==> src/rtl/bvdg_pkg.sv <==
// Package for the battery voltage debounce gauge.
// Holds field widths, register reset values, register indexes and the sequencer states.
// No dependencies.
package bvdg_pkg;

    localparam int DEF_ADC_BITS = 10;

    localparam int BGMV_W   = 11;
    localparam int RATIO_W  = 4;
    localparam int THR_W    = 10;
    localparam int CONF_W   = 4;
    localparam int MV_W     = 16;
    localparam int PCT_W    = 7;
    localparam int JCNT_W   = 4;

    localparam logic [BGMV_W-1:0]  RST_BANDGAP_MV = 11'd1190;
    localparam logic [RATIO_W-1:0] RST_RATIO      = 4'd2;
    localparam logic [THR_W-1:0]   RST_THRESHOLD  = 10'd50;
    localparam logic [CONF_W-1:0]  RST_CONFIRM    = 4'd3;

    localparam logic [MV_W-1:0]  PCT_LOW_MV  = 16'd3300;
    localparam logic [MV_W-1:0]  PCT_HIGH_MV = 16'd4200;
    localparam logic [PCT_W-1:0] PCT_FULL    = 7'd100;
    localparam logic [PCT_W-1:0] PCT_EMPTY   = 7'd0;

    // x/9 for x in 0..900 as (x*3641) >> 15
    localparam int PCT_MUL_W = 22;
    localparam int PCT_SHIFT = 15;
    localparam logic [11:0] PCT_RECIP = 12'd3641;

    typedef enum logic [1:0] {
        REG_BANDGAP_MV,
        REG_DIVIDER_RATIO,
        REG_JUMP_THRESHOLD,
        REG_CONFIRM_NEEDED
    } t_reg_idx;

    typedef enum logic [3:0] {
        S_IDLE,
        S_VCC,
        S_VCC_W,
        S_RAW,
        S_SCALE,
        S_UPD,
        S_PCT,
        S_OUT
    } t_state;

endpackage

==> src/rtl/bvdg_if.sv <==
// Valid/ready channel interfaces for the battery gauge.
// Input channel carries the ADC codes, output channel the gauge result.
// Depends on bvdg_pkg.
interface bvdg_in_if #(
    parameter int ADC_BITS = bvdg_pkg::DEF_ADC_BITS
);
    logic                valid;
    logic                ready;
    logic [ADC_BITS-1:0] bandgap_code;
    logic [ADC_BITS-1:0] battery_code;

    modport source (output valid, output bandgap_code, output battery_code, input ready);
    modport sink   (input valid, input bandgap_code, input battery_code, output ready);
endinterface

interface bvdg_out_if;
    logic                         valid;
    logic                         ready;
    logic [bvdg_pkg::MV_W-1:0]    stable_mv;
    logic [bvdg_pkg::PCT_W-1:0]   charge_percent;
    logic [bvdg_pkg::JCNT_W-1:0]  pending_count;

    modport source (output valid, output stable_mv, output charge_percent,
                    output pending_count, input ready);
    modport sink   (input valid, input stable_mv, input charge_percent,
                    input pending_count, output ready);
endinterface

==> src/rtl/bvdg_div.sv <==
// Restoring serial divider, one quotient bit per cycle.
// Used by the gauge sequencer; no package dependencies.
module bvdg_div #(
    parameter int DIVD_W = 31,
    parameter int DIVS_W = 10
) (
    input  logic              i_clk,
    input  logic              i_rst_n,
    input  logic              i_start,
    input  logic [DIVD_W-1:0] i_dividend,
    input  logic [DIVS_W-1:0] i_divisor,
    output logic              o_done,
    output logic [DIVD_W-1:0] o_quotient
);

    localparam int CNT_W = $clog2(DIVD_W + 1);

    logic              r_busy;
    logic              r_done;
    logic [CNT_W-1:0]  r_cnt;
    logic [DIVS_W-1:0] r_rem;
    logic [DIVD_W-1:0] r_quo;
    logic [DIVS_W-1:0] r_dvs;

    logic [DIVS_W:0]   n_trial;
    logic [DIVS_W:0]   n_diff;
    logic              n_ge;

    always_comb begin
        n_trial = {r_rem, r_quo[DIVD_W-1]};
        n_ge    = (n_trial >= {1'b0, r_dvs});
        n_diff  = n_trial - {1'b0, r_dvs};
    end

    always_ff @(posedge i_clk) begin
        if (!i_rst_n) begin
            r_busy <= 1'b0;
            r_done <= 1'b0;
            r_cnt  <= '0;
        end else begin
            r_done <= 1'b0;
            if (i_start) begin
                r_busy <= 1'b1;
                r_cnt  <= CNT_W'(DIVD_W);
            end else if (r_busy) begin
                r_cnt <= r_cnt - 1'b1;
                if (r_cnt == CNT_W'(1)) begin
                    r_busy <= 1'b0;
                    r_done <= 1'b1;
                end
            end
        end
    end

    always_ff @(posedge i_clk) begin
        if (i_start) begin
            r_rem <= '0;
            r_quo <= i_dividend;
            r_dvs <= i_divisor;
        end else if (r_busy) begin
            r_quo <= {r_quo[DIVD_W-2:0], n_ge};
            r_rem <= n_ge ? n_diff[DIVS_W-1:0] : n_trial[DIVS_W-1:0];
        end
    end

    assign o_done     = r_done;
    assign o_quotient = r_quo;

endmodule

==> src/rtl/battery_voltage_debounce_gauge_top.sv <==
// Battery voltage gauge with jump debounce: ratiometric supply and battery mV, percent.
// Steps: supply divide in the serial divider, battery product folded to divide by
// 2^ADC_BITS-1, scale, update, percent; a zero bandgap code skips to the update with 0 mV.
// One transaction at a time: ready only while idle; output stalls hold the result.
// Reset (synchronous, active low): registers to defaults, stable voltage and count to 0.
// Depends on bvdg_pkg, bvdg_if and bvdg_div.
module battery_voltage_debounce_gauge_top #(
    parameter int ADC_BITS = bvdg_pkg::DEF_ADC_BITS
) (
    input  logic        i_clk,
    input  logic        i_rst_n,
    bvdg_in_if.sink     i_in,
    bvdg_out_if.source  o_res,
    input  logic        psel,
    input  logic        penable,
    input  logic        pwrite,
    input  logic [3:0]  paddr,
    input  logic [31:0] pwdata,
    output logic [31:0] prdata,
    output logic        pready
);

    localparam int VCC_W  = bvdg_pkg::BGMV_W + ADC_BITS;
    localparam int PROD_W = ADC_BITS + VCC_W;
    localparam int SCL_W  = VCC_W + bvdg_pkg::RATIO_W;
    localparam int MV_W   = bvdg_pkg::MV_W;
    localparam logic [ADC_BITS-1:0] ADC_MAX = {ADC_BITS{1'b1}};

    // configuration
    logic [bvdg_pkg::BGMV_W-1:0]  r_bandgap_mv;
    logic [bvdg_pkg::RATIO_W-1:0] r_ratio;
    logic [bvdg_pkg::THR_W-1:0]   r_threshold;
    logic [bvdg_pkg::CONF_W-1:0]  r_confirm;
    bvdg_pkg::t_reg_idx           w_idx;
    logic                         w_wr;

    assign pready = 1'b1;
    assign w_idx  = bvdg_pkg::t_reg_idx'(paddr[3:2]);
    assign w_wr   = psel && penable && pwrite;

    always_ff @(posedge i_clk) begin
        if (!i_rst_n) begin
            r_bandgap_mv <= bvdg_pkg::RST_BANDGAP_MV;
            r_ratio      <= bvdg_pkg::RST_RATIO;
            r_threshold  <= bvdg_pkg::RST_THRESHOLD;
            r_confirm    <= bvdg_pkg::RST_CONFIRM;
        end else if (w_wr) begin
            case (w_idx)
                bvdg_pkg::REG_BANDGAP_MV:     r_bandgap_mv <= pwdata[bvdg_pkg::BGMV_W-1:0];
                bvdg_pkg::REG_DIVIDER_RATIO:  r_ratio      <= pwdata[bvdg_pkg::RATIO_W-1:0];
                bvdg_pkg::REG_JUMP_THRESHOLD: r_threshold  <= pwdata[bvdg_pkg::THR_W-1:0];
                bvdg_pkg::REG_CONFIRM_NEEDED: r_confirm    <= pwdata[bvdg_pkg::CONF_W-1:0];
                default: ;
            endcase
        end
    end

    always_comb begin
        case (w_idx)
            bvdg_pkg::REG_BANDGAP_MV:     prdata = 32'(r_bandgap_mv);
            bvdg_pkg::REG_DIVIDER_RATIO:  prdata = 32'(r_ratio);
            bvdg_pkg::REG_JUMP_THRESHOLD: prdata = 32'(r_threshold);
            bvdg_pkg::REG_CONFIRM_NEEDED: prdata = 32'(r_confirm);
            default:                      prdata = '0;
        endcase
    end

    // sequencer
    bvdg_pkg::t_state r_state, n_state;

    logic                r_o_valid;
    logic [MV_W-1:0]     r_o_mv;
    logic [bvdg_pkg::PCT_W-1:0]  r_o_pct;
    logic [bvdg_pkg::JCNT_W-1:0] r_o_cnt;

    logic [ADC_BITS-1:0] r_bg;
    logic [ADC_BITS-1:0] r_bat;
    logic [PROD_W-1:0]   r_prod;
    logic [VCC_W-1:0]    r_raw;
    logic [MV_W-1:0]     r_mv;
    logic [MV_W-1:0]     r_stable;
    logic [bvdg_pkg::JCNT_W-1:0] r_jump;
    logic [bvdg_pkg::PCT_W-1:0]  r_pct;

    logic                w_accept;
    logic                w_load;
    logic                w_div_start;
    logic [VCC_W-1:0]    w_div_dividend;
    logic                w_div_done;
    logic [VCC_W-1:0]    w_div_quo;
    logic [VCC_W-1:0]    w_fold_hi;
    logic [ADC_BITS-1:0] w_fold_lo;

    assign w_accept = i_in.valid && i_in.ready;
    assign w_load   = (r_state == bvdg_pkg::S_OUT) && (!r_o_valid || o_res.ready);

    // divide by 2^ADC_BITS-1: x = hi*ADC_MAX + (hi + lo), folded until hi is zero
    assign w_fold_hi = r_prod[PROD_W-1:ADC_BITS];
    assign w_fold_lo = r_prod[ADC_BITS-1:0];

    assign w_div_dividend = VCC_W'(r_bandgap_mv) * VCC_W'(ADC_MAX);

    always_ff @(posedge i_clk) begin
        if (!i_rst_n) begin
            r_state <= bvdg_pkg::S_IDLE;
        end else begin
            r_state <= n_state;
        end
    end

    always_comb begin
        n_state     = r_state;
        i_in.ready  = 1'b0;
        w_div_start = 1'b0;
        case (r_state)
            bvdg_pkg::S_IDLE: begin
                i_in.ready = 1'b1;
                if (i_in.valid) begin
                    n_state = (i_in.bandgap_code == '0) ? bvdg_pkg::S_UPD : bvdg_pkg::S_VCC;
                end
            end
            bvdg_pkg::S_VCC: begin
                w_div_start = 1'b1;
                n_state     = bvdg_pkg::S_VCC_W;
            end
            bvdg_pkg::S_VCC_W: begin
                if (w_div_done) begin
                    n_state = bvdg_pkg::S_RAW;
                end
            end
            bvdg_pkg::S_RAW: begin
                if (w_fold_hi == '0) begin
                    n_state = bvdg_pkg::S_SCALE;
                end
            end
            bvdg_pkg::S_SCALE: n_state = bvdg_pkg::S_UPD;
            bvdg_pkg::S_UPD:   n_state = bvdg_pkg::S_PCT;
            bvdg_pkg::S_PCT:   n_state = bvdg_pkg::S_OUT;
            bvdg_pkg::S_OUT: begin
                if (w_load) begin
                    n_state = bvdg_pkg::S_IDLE;
                end
            end
            default: n_state = bvdg_pkg::S_IDLE;
        endcase
    end

    bvdg_div #(
        .DIVD_W (VCC_W),
        .DIVS_W (ADC_BITS)
    ) u_div (
        .i_clk      (i_clk),
        .i_rst_n    (i_rst_n),
        .i_start    (w_div_start),
        .i_dividend (w_div_dividend),
        .i_divisor  (r_bg),
        .o_done     (w_div_done),
        .o_quotient (w_div_quo)
    );

    // datapath
    logic [SCL_W-1:0]  w_scaled;
    logic [MV_W-1:0]   w_diff;
    logic [bvdg_pkg::JCNT_W-1:0] w_jump_inc;
    logic [MV_W-1:0]   w_pct_off;
    logic [bvdg_pkg::PCT_MUL_W-1:0] w_pct_mul;

    assign w_scaled   = SCL_W'(r_raw) * SCL_W'(r_ratio);
    assign w_diff     = (r_mv > r_stable) ? (r_mv - r_stable) : (r_stable - r_mv);
    assign w_jump_inc = r_jump + 1'b1;
    assign w_pct_off  = r_stable - bvdg_pkg::PCT_LOW_MV;
    assign w_pct_mul  = bvdg_pkg::PCT_MUL_W'(w_pct_off[9:0])
                      * bvdg_pkg::PCT_MUL_W'(bvdg_pkg::PCT_RECIP);

    always_ff @(posedge i_clk) begin
        if (!i_rst_n) begin
            r_stable <= '0;
            r_jump   <= '0;
        end else if (r_state == bvdg_pkg::S_UPD) begin
            if (w_diff <= MV_W'(r_threshold)) begin
                r_stable <= r_mv;
                r_jump   <= '0;
            end else if (w_jump_inc >= r_confirm) begin
                r_stable <= r_mv;
                r_jump   <= '0;
            end else begin
                r_jump   <= w_jump_inc;
            end
        end
    end

    always_ff @(posedge i_clk) begin
        if (w_accept) begin
            r_bg  <= i_in.bandgap_code;
            r_bat <= i_in.battery_code;
            r_mv  <= '0;
        end
        if (r_state == bvdg_pkg::S_VCC_W && w_div_done) begin
            r_prod <= PROD_W'(r_bat) * PROD_W'(w_div_quo);
            r_raw  <= '0;
        end
        if (r_state == bvdg_pkg::S_RAW) begin
            if (w_fold_hi != '0) begin
                r_prod <= PROD_W'(w_fold_hi) + PROD_W'(w_fold_lo);
                r_raw  <= r_raw + w_fold_hi;
            end else if (w_fold_lo == ADC_MAX) begin
                r_raw  <= r_raw + 1'b1;
            end
        end
        if (r_state == bvdg_pkg::S_SCALE) begin
            r_mv <= (|w_scaled[SCL_W-1:MV_W]) ? {MV_W{1'b1}} : w_scaled[MV_W-1:0];
        end
        if (r_state == bvdg_pkg::S_PCT) begin
            if (r_stable < bvdg_pkg::PCT_LOW_MV) begin
                r_pct <= bvdg_pkg::PCT_EMPTY;
            end else if (r_stable > bvdg_pkg::PCT_HIGH_MV) begin
                r_pct <= bvdg_pkg::PCT_FULL;
            end else begin
                r_pct <= w_pct_mul[bvdg_pkg::PCT_SHIFT +: bvdg_pkg::PCT_W];
            end
        end
    end

    // output register
    always_ff @(posedge i_clk) begin
        if (!i_rst_n) begin
            r_o_valid <= 1'b0;
        end else if (w_load) begin
            r_o_valid <= 1'b1;
        end else if (o_res.ready) begin
            r_o_valid <= 1'b0;
        end
    end

    always_ff @(posedge i_clk) begin
        if (w_load) begin
            r_o_mv  <= r_stable;
            r_o_pct <= r_pct;
            r_o_cnt <= r_jump;
        end
    end

    assign o_res.valid          = r_o_valid;
    assign o_res.stable_mv      = r_o_mv;
    assign o_res.charge_percent = r_o_pct;
    assign o_res.pending_count  = r_o_cnt;

endmodule
==> src/flat_wrapper.sv <==
// flat-port wrapper written by rule: the top's interface ports become plain ports
module battery_voltage_debounce_gauge_top_flat 
#(
    parameter int ADC_BITS = bvdg_pkg::DEF_ADC_BITS
)
  (i_clk, i_rst_n, psel, penable, pwrite, paddr, pwdata, prdata, pready, i_in_valid, i_in_bandgap_code, i_in_battery_code, i_in_ready, o_res_valid, o_res_stable_mv, o_res_charge_percent, o_res_pending_count, o_res_ready);
  bvdg_in_if #(.ADC_BITS(ADC_BITS)) i_in_i ();
  bvdg_out_if o_res_i ();
  input  logic i_clk;
  input  logic i_rst_n;
  input  logic psel;
  input  logic penable;
  input  logic pwrite;
  input  logic [3:0] paddr;
  input  logic [31:0] pwdata;
  output logic [31:0] prdata;
  output logic pready;
  input wire logic [$bits(i_in_i.valid)-1:0] i_in_valid;
  input wire logic [$bits(i_in_i.bandgap_code)-1:0] i_in_bandgap_code;
  input wire logic [$bits(i_in_i.battery_code)-1:0] i_in_battery_code;
  output wire logic [$bits(i_in_i.ready)-1:0] i_in_ready;
  output wire logic [$bits(o_res_i.valid)-1:0] o_res_valid;
  output wire logic [$bits(o_res_i.stable_mv)-1:0] o_res_stable_mv;
  output wire logic [$bits(o_res_i.charge_percent)-1:0] o_res_charge_percent;
  output wire logic [$bits(o_res_i.pending_count)-1:0] o_res_pending_count;
  input wire logic [$bits(o_res_i.ready)-1:0] o_res_ready;
  assign i_in_i.valid = i_in_valid;
  assign i_in_i.bandgap_code = i_in_bandgap_code;
  assign i_in_i.battery_code = i_in_battery_code;
  assign i_in_ready = i_in_i.ready;
  assign o_res_valid = o_res_i.valid;
  assign o_res_stable_mv = o_res_i.stable_mv;
  assign o_res_charge_percent = o_res_i.charge_percent;
  assign o_res_pending_count = o_res_i.pending_count;
  assign o_res_i.ready = o_res_ready;
  battery_voltage_debounce_gauge_top #(.ADC_BITS(ADC_BITS)) u_core (.i_clk(i_clk), .i_rst_n(i_rst_n), .i_in(i_in_i), .o_res(o_res_i), .psel(psel), .penable(penable), .pwrite(pwrite), .paddr(paddr), .pwdata(pwdata), .prdata(prdata), .pready(pready));
endmodule
==> config.mk <==
export PLATFORM = sky130hd
export DESIGN_NAME = battery_voltage_debounce_gauge_top_flat
export DESIGN_NICKNAME = d
export VERILOG_FILES = /design/src/rtl/bvdg_pkg.sv /design/src/rtl/bvdg_if.sv /design/src/rtl/bvdg_div.sv /design/src/rtl/battery_voltage_debounce_gauge_top.sv /design/src/flat_wrapper.sv
export SDC_FILE = /design/constraint.sdc
export NUM_CORES = 1
export LEC_CHECK = 0
export ABC_AREA = 1
export BUFFER_PORTS_ARGS = -buffer_cell sky130_fd_sc_hd__buf_4
export CAP_MARGIN = 20
export CORE_MARGIN = 5
export CORE_UTILIZATION = 40
export DETAILED_ROUTE_END_ITERATION = 6
export PLACE_DENSITY_LB_ADDON = 0.15
export RECOVER_POWER = 100
export SLEW_MARGIN = 20
export SYNTH_ARGS = -nofsm -noshare
export SYNTH_HDL_FRONTEND = slang
export SYNTH_SLANG_ARGS = --single-unit
==> constraint.sdc <==
create_clock -name i_clk -period 6.37 [get_ports i_clk]
set_input_delay 0.9555 -clock i_clk [delete_from_list [all_inputs] [get_ports i_clk]]
set_output_delay 0.9555 -clock i_clk [all_outputs]
set_load 0.01 [all_outputs]
; ---- Yosys cells after proc, flatten, opt, wreduce, memory -nomap -nowiden
; Cells that the tools add are included.
; W data, S select, Z words.
[totals]
latchBits = 0
output_inout_bits = 62
regBits = 224
mem_count = 0
word_cells = 124
input_bits = 63
ramBits = 0
rom_bits = 0
[op_classes]
n_lt_le_gt_ge = 6
add_sub_neg = 9
mux = 36
n_eq_ne = 16
mul = 4
shift = 0
n_div = 0
reduce_logical = 26
n_bitwise = 2
[op_table]
columns = op, n
row1 = $pmux W32 S4, 1
row2 = $mux W21, 6
row3 = $mux W16, 6
row4 = $mux W31, 3
row5 = $pmux W4 S8, 1
row6 = $sub A16 B16 Y16, 2
row7 = $mul A10 B21 Y31, 1
row8 = $mul A21 B4 Y25, 1
row9 = $mux W4, 6
row10 = $add A21 B10 Y22, 1
row11 = $mul A10 B12 Y22 const B, 1
row12 = $add A21 B1 Y21 const B, 1
row13 = $add A21 B21 Y21, 1
row14 = $logic_not A21 Y1, 1
row15 = $mul A11 B10 Y21 const B, 1
row16 = $reduce_bool A21 Y1, 1
row17 = $eq A4 B3 Y1 const B, 4
row18 = $gt A16 B13 Y1 const B, 1
row19 = $gt A16 B16 Y1, 1
row20 = $le A16 B10 Y1, 1
row21 = $lt A16 B12 Y1 const B, 1
row22 = $ge A11 B10 Y1, 1
row23 = $eq A10 B10 Y1 const B, 1
row24 = $logic_not A10 Y1, 1
row25 = 29 further kinds, 54

; ---- Logic depth before layout (Yosys ltp)
[depth]
ltp_word = 6
ltp_mapped = 35
ltp_nobuf = 33

; ---- Modules after synthesis
; A second synthesis with hierarchy kept.
[hier_totals]
cells_unflattened = 3808
hier_area_um2 = 28127.0
[by_module_without_submodules]
columns = module, area_each_um2, cells_per_inst, n_inst, seq_area_each_um2
row1 = battery_voltage_debounce_gauge_top, 25548.3, 3490, 1, 4204.0
row2 = bvdg_div, 2578.7, 318, 1, 1271.2

; ---- Worst setup path before layout
; No wires, ideal clock.
[synth_path]
path_type = reg2reg
startpoint = reg u_core.r_bat[3]
endpoint = reg u_core.r_prod[23]
arrival_time_ps = 5066
n_path_buf = 1
setup_ps = 109
stages_incl_launch_ff = 29
slack_ps = 1195
period_less_slack_ps = 5175
required_time_ps = 6261
cell_sequence = edfxtp_1 -> clkbuf_1 -> nand2_1 -> fa_1 -> inv_1 -> fa_1 -> inv_1 -> fa_1 -> inv_1 -> fa_1 -> inv_1 -> fa_1 -> inv_1 -> ha_1 -> nand2_1 -> o21ai_0 -> a21oi_1 -> o21ai_0 -> nand2_1 -> nand2_1 -> nand2_1 -> nand2_1 -> nand2_1 -> inv_1 -> nor2_1 -> nand2_1 -> nand3_1 -> nand2_1 -> inv_1
[synth_between]
elab_chain_cells = 4
[synth_lines]
columns = item, line_no
row1 = "start, declared", battery_voltage_debounce_gauge_top.sv:77  ; logic [ADC_BITS-1:0] r_bat;
row2 = "start signal, assigned", battery_voltage_debounce_gauge_top.sv:195  ; r_bat <= i_in.battery_code;
row3 = $mul A10 B21 Y31 *, battery_voltage_debounce_gauge_top.sv:199  ; r_prod <= PROD_W'(r_bat) * PROD_W'(w_div_quo);
row4 = $mux W31 *, battery_voltage_debounce_gauge_top.sv:198  ; if (r_state == bvdg_pkg::S_VCC_W && w_div_done) begin
row5 = $mux W31, battery_voltage_debounce_gauge_top.sv:203  ; if (w_fold_hi != '0) begin
row6 = $mux W31 *, battery_voltage_debounce_gauge_top.sv:202  ; if (r_state == bvdg_pkg::S_RAW) begin
row7 = "end signal, assigned", battery_voltage_debounce_gauge_top.sv:199
row8 = "end signal, assigned", battery_voltage_debounce_gauge_top.sv:204  ; r_prod <= PROD_W'(w_fold_hi) + PROD_W'(w_fold_lo);
row9 = "end, declared", battery_voltage_debounce_gauge_top.sv:78  ; logic [PROD_W-1:0] r_prod;
; Mark *: on every way between the ends. The rest lies on a longest branch, timed or not.
; A chain may end at the register's enable or synchronous reset.

; ---- Final worst setup path
[layout_path]
startpoint = reg u_core.r_bat[9]
endpoint = reg u_core.r_prod[30]
; Same word-level chain as after synthesis.

==> flow_summary_export.csv <==
group,metric,value,unit
run_status,status,"finished with violations",
run_status,violations,"capacitance limit, slew limit",
critical_path,critPathLaunchType,"flop",
logic_synthesis,ys_warn_count,0,
critical_path,cp.required,6850,ps
die,die_h,275,um
finish,stdcell_count,4745,
global_route,grt_pass1_wl,121000,um
cts,cts_tree,"yes",
cts,cts_hold_buf,0,
die,die_x,275,um
sta,drv_slew,171,
finish,final_common_cell,"nand2_1",
critical_path,slowest_delay,700,ps
logic_synthesis,synth_area_per_cell,7.47,um^2
routing,drt_drc_violations_left,0,
cts,clk_pin_slew,60,ps
sta,tightest_slew,2440,ps
global_route,grt_overflow,0,
finish,final_layout_size_suffix_gt1_share,3.60,%
sta,finalClockSkew,45.7,ps
routing,wl_per_cell,15.5,um
sta,finalSetupViolations,0,
logic_synthesis,async_reset_ff_share,0,%
logic_synthesis,ys_ff_latch,223,
sta,max_freq,169,MHz
sta,fin_crit,5910,ps
cts,cts_sinks,223,
routing,drtIter0Drc,1340,
global_route,antenna_found_initial,0,
logic_synthesis,dominantRegCellSynth,"dfxtp_1",
logic_synthesis,synth-edff-count,101,
sta,rsz0062_at_grt,"false",
sta,fin_crit_sh,92.8,%
die,design.portCount,125,
global_route,grt_pass1_vias,23100,
cts,htree_levels,1,
cts,cts_buffer_depth,3,
logic_synthesis,netlist-cell-type-count,59,
routing,detail-route-antenna-nets,0,
routing,drtPass1Iterations,5,
cts,cts_setup_buffers,0,
finish,area_growth,7.72,%
place,portBuffers,79,
routing,vias,23500,
logic_synthesis,syn_area,28000,um^2
critical_path,crit_path_end_kind,"flop",
sta,finalSetupTns,0,ps
die,coreArea,69800,um^2
critical_path,cp_cell_sequence,"nand2_1 -> inv_1 -> fa_1 -> inv_1 -> fa_1 -> inv_1 -> fa_1 -> fa_1 -> inv_1 -> fa_1 -> inv_1 -> ha_1 -> a21o_1 -> a21boi_0 -> o21ai_0 -> a221oi_1 -> o21ai_0 -> a21oi_1 -> o21ai_0 -> nand2_1 -> inv_1",
cts,cts_root_buf,"clkbuf_16",
finish,num-nets-final,4423,
routing,viasPerCell,4.96,
logic_synthesis,ys_seq_area_share,19.5,%
cts,ctsResizeCount,0,
die,placementRows,97,
worst_hold_path,hold_path_class,"reg -> reg",
sta,slew-limit-headroom,-62.8,%
finish,insertedDiodeCount,0,
place,dp_cells,4695,
flow_run,max_cap_viol_count,5,
global_route,grt_max_degree,55,
routing,routed_wl,73400,um
finish,nFillCells,7366,
die,initial_core_util,40.1,%
critical_path,worstSetupPathType,"reg -> reg",
critical_path,cp_common_cell,"inv_1",
place,gp_congestion,0.875,
critical_path,worstPathMaxFanout,16,
logic_synthesis,syn_inst,3747,
critical_path,slowest_stage,"edfxtp_1",
sta,hold_viol_final,0,
finish,mostFrequentLayoutCells,"nand2_1, inv_1, ha_1",
die,dieArea,75400,um^2
cts,cts_inserted_buffers,27,
cts,insertion_delay,590,ps
critical_path,crit_arrival,6390,ps
place,hpwl,60000,um
global_route,track_usage,19.6,%
==> flip-flops by register name, indices dropped and copies added (netlist names), 4 cells and up <==
register                     count
u_core.u_div.r_cnt               5
u_core.r_pct                     7
u_core.r_threshold              10
u_core.r_bandgap_mv             11
u_core.o_res.charge_percent      7
u_core.r_jump                    4
u_core.r_ratio                   4
u_core.r_stable                 16
u_core.o_res.stable_mv          16
u_core.r_prod                   31
u_core.u_div.o_quotient         21
u_core.u_div.r_dvs              10
u_core.r_mv                     16
u_core.u_div.r_rem              10
u_core.r_bg                     10
u_core.r_bat                    10
u_core.r_raw                    21
u_core.r_confirm                 4
u_core.o_res.pending_count       4
==> cell families (layout without fill, tap and decap cells) <==
kind of cell,after synthesis,in the layout,synth area share (%)
simple gates,1359,1359,20.0
buf+inv,896,934,12.5
compound gates,594,594,12.0
fa+ha+maj,576,576,32.9
flops,223,223,19.5
xor+xnor,96,96,3.00
other cells,2,22,0.0268
mux,1,1,0.0357
==> critical path: cells and delay by family (launching register included) <==
kind | cells | cell delay (ps)
buffers and inverters | 6 | 310
adders and majority gates | 6 | 3000
DFF | 1 | 700
AOI/OAI and AO/OA | 7 | 1550
and+or+nand+nor | 2 | 250
==> per-layer routing <==
layer  wire length [um]  vias up  GRT usage [%]
met5                  0        -              0
li1                   -    11900              -
met4                969        0           2.93
met1              34900    11200           27.8
met2              34600      405           33.5
met3               2900       55           1.60
==> worst paths after layout <==
path / startpoint / endpoint / slack [ps] / depth (start not counted)
hold reg to reg: u_core.r_bg[7] / u_core.u_div.r_dvs[7] / 420 / 0
setup / recovery: u_core.r_bat[9] / u_core.r_prod[30] / 460 / 21
setup reg to reg: u_core.r_bat[9] / u_core.r_prod[30] / 460 / 21
hold / removal: u_core.r_bg[7] / u_core.u_div.r_dvs[7] / 420 / 0
==> layout make-up <==
type                    instances  area [um^2]  area share (%)
multi-input cells            2648        19100            63.3
repair buffers                123          729            2.42
well taps                     940         1180            3.90
flip-flops and latches        223         5480            18.1
clock inverters                20          154           0.510
inverters                     761         2860            9.47
clock buffers                  30          687            2.28
==> Yosys cell counts (8+ instances only) <==
| cell type | number | area, um^2 |
|---|---|---|
| dfxtp_1 | 122 | 2440 |
| ha_1 | 307 | 3840 |
| o21bai_1 | 17 | 128 |
| nor2_1 | 207 | 777 |
| xor2_1 | 52 | 455 |
| nand2_1 | 876 | 3290 |
| o31ai_1 | 10 | 75.1 |
| clkbuf_1 | 87 | 327 |
| nand3_1 | 154 | 771 |
| o22ai_1 | 11 | 68.8 |
| fa_1 | 269 | 5390 |
| a21oi_1 | 258 | 1290 |
| o21ai_0 | 177 | 886 |
| xnor2_1 | 44 | 385 |
| nor3_1 | 32 | 160 |
| buf_4 | 23 | 173 |
| buf_1 | 9 | 33.8 |
| o21a_1 | 8 | 60.1 |
| inv_1 | 756 | 2840 |
| nand4_1 | 36 | 225 |
| a31oi_1 | 31 | 194 |
| nor4_1 | 16 | 100 |
| edfxtp_1 | 101 | 3030 |
| a21o_1 | 18 | 135 |
| o211ai_1 | 25 | 188 |
==> stage by stage <==
stage	setup WS [ps]	hold slack (ps)	util, %	cell area (um^2)
detailed placement	486	405	42.3	29600
global placement	539	402	42.3	29600
floorplan	1190	400	-	28100
global route	7.80	428	43.2	30200
CTS	450	419	43.6	30400
finish	460	419	43.2	30200
Power is not shown: default switching activity piles up to over one toggle a cycle in this logic, so the estimate is an artifact.
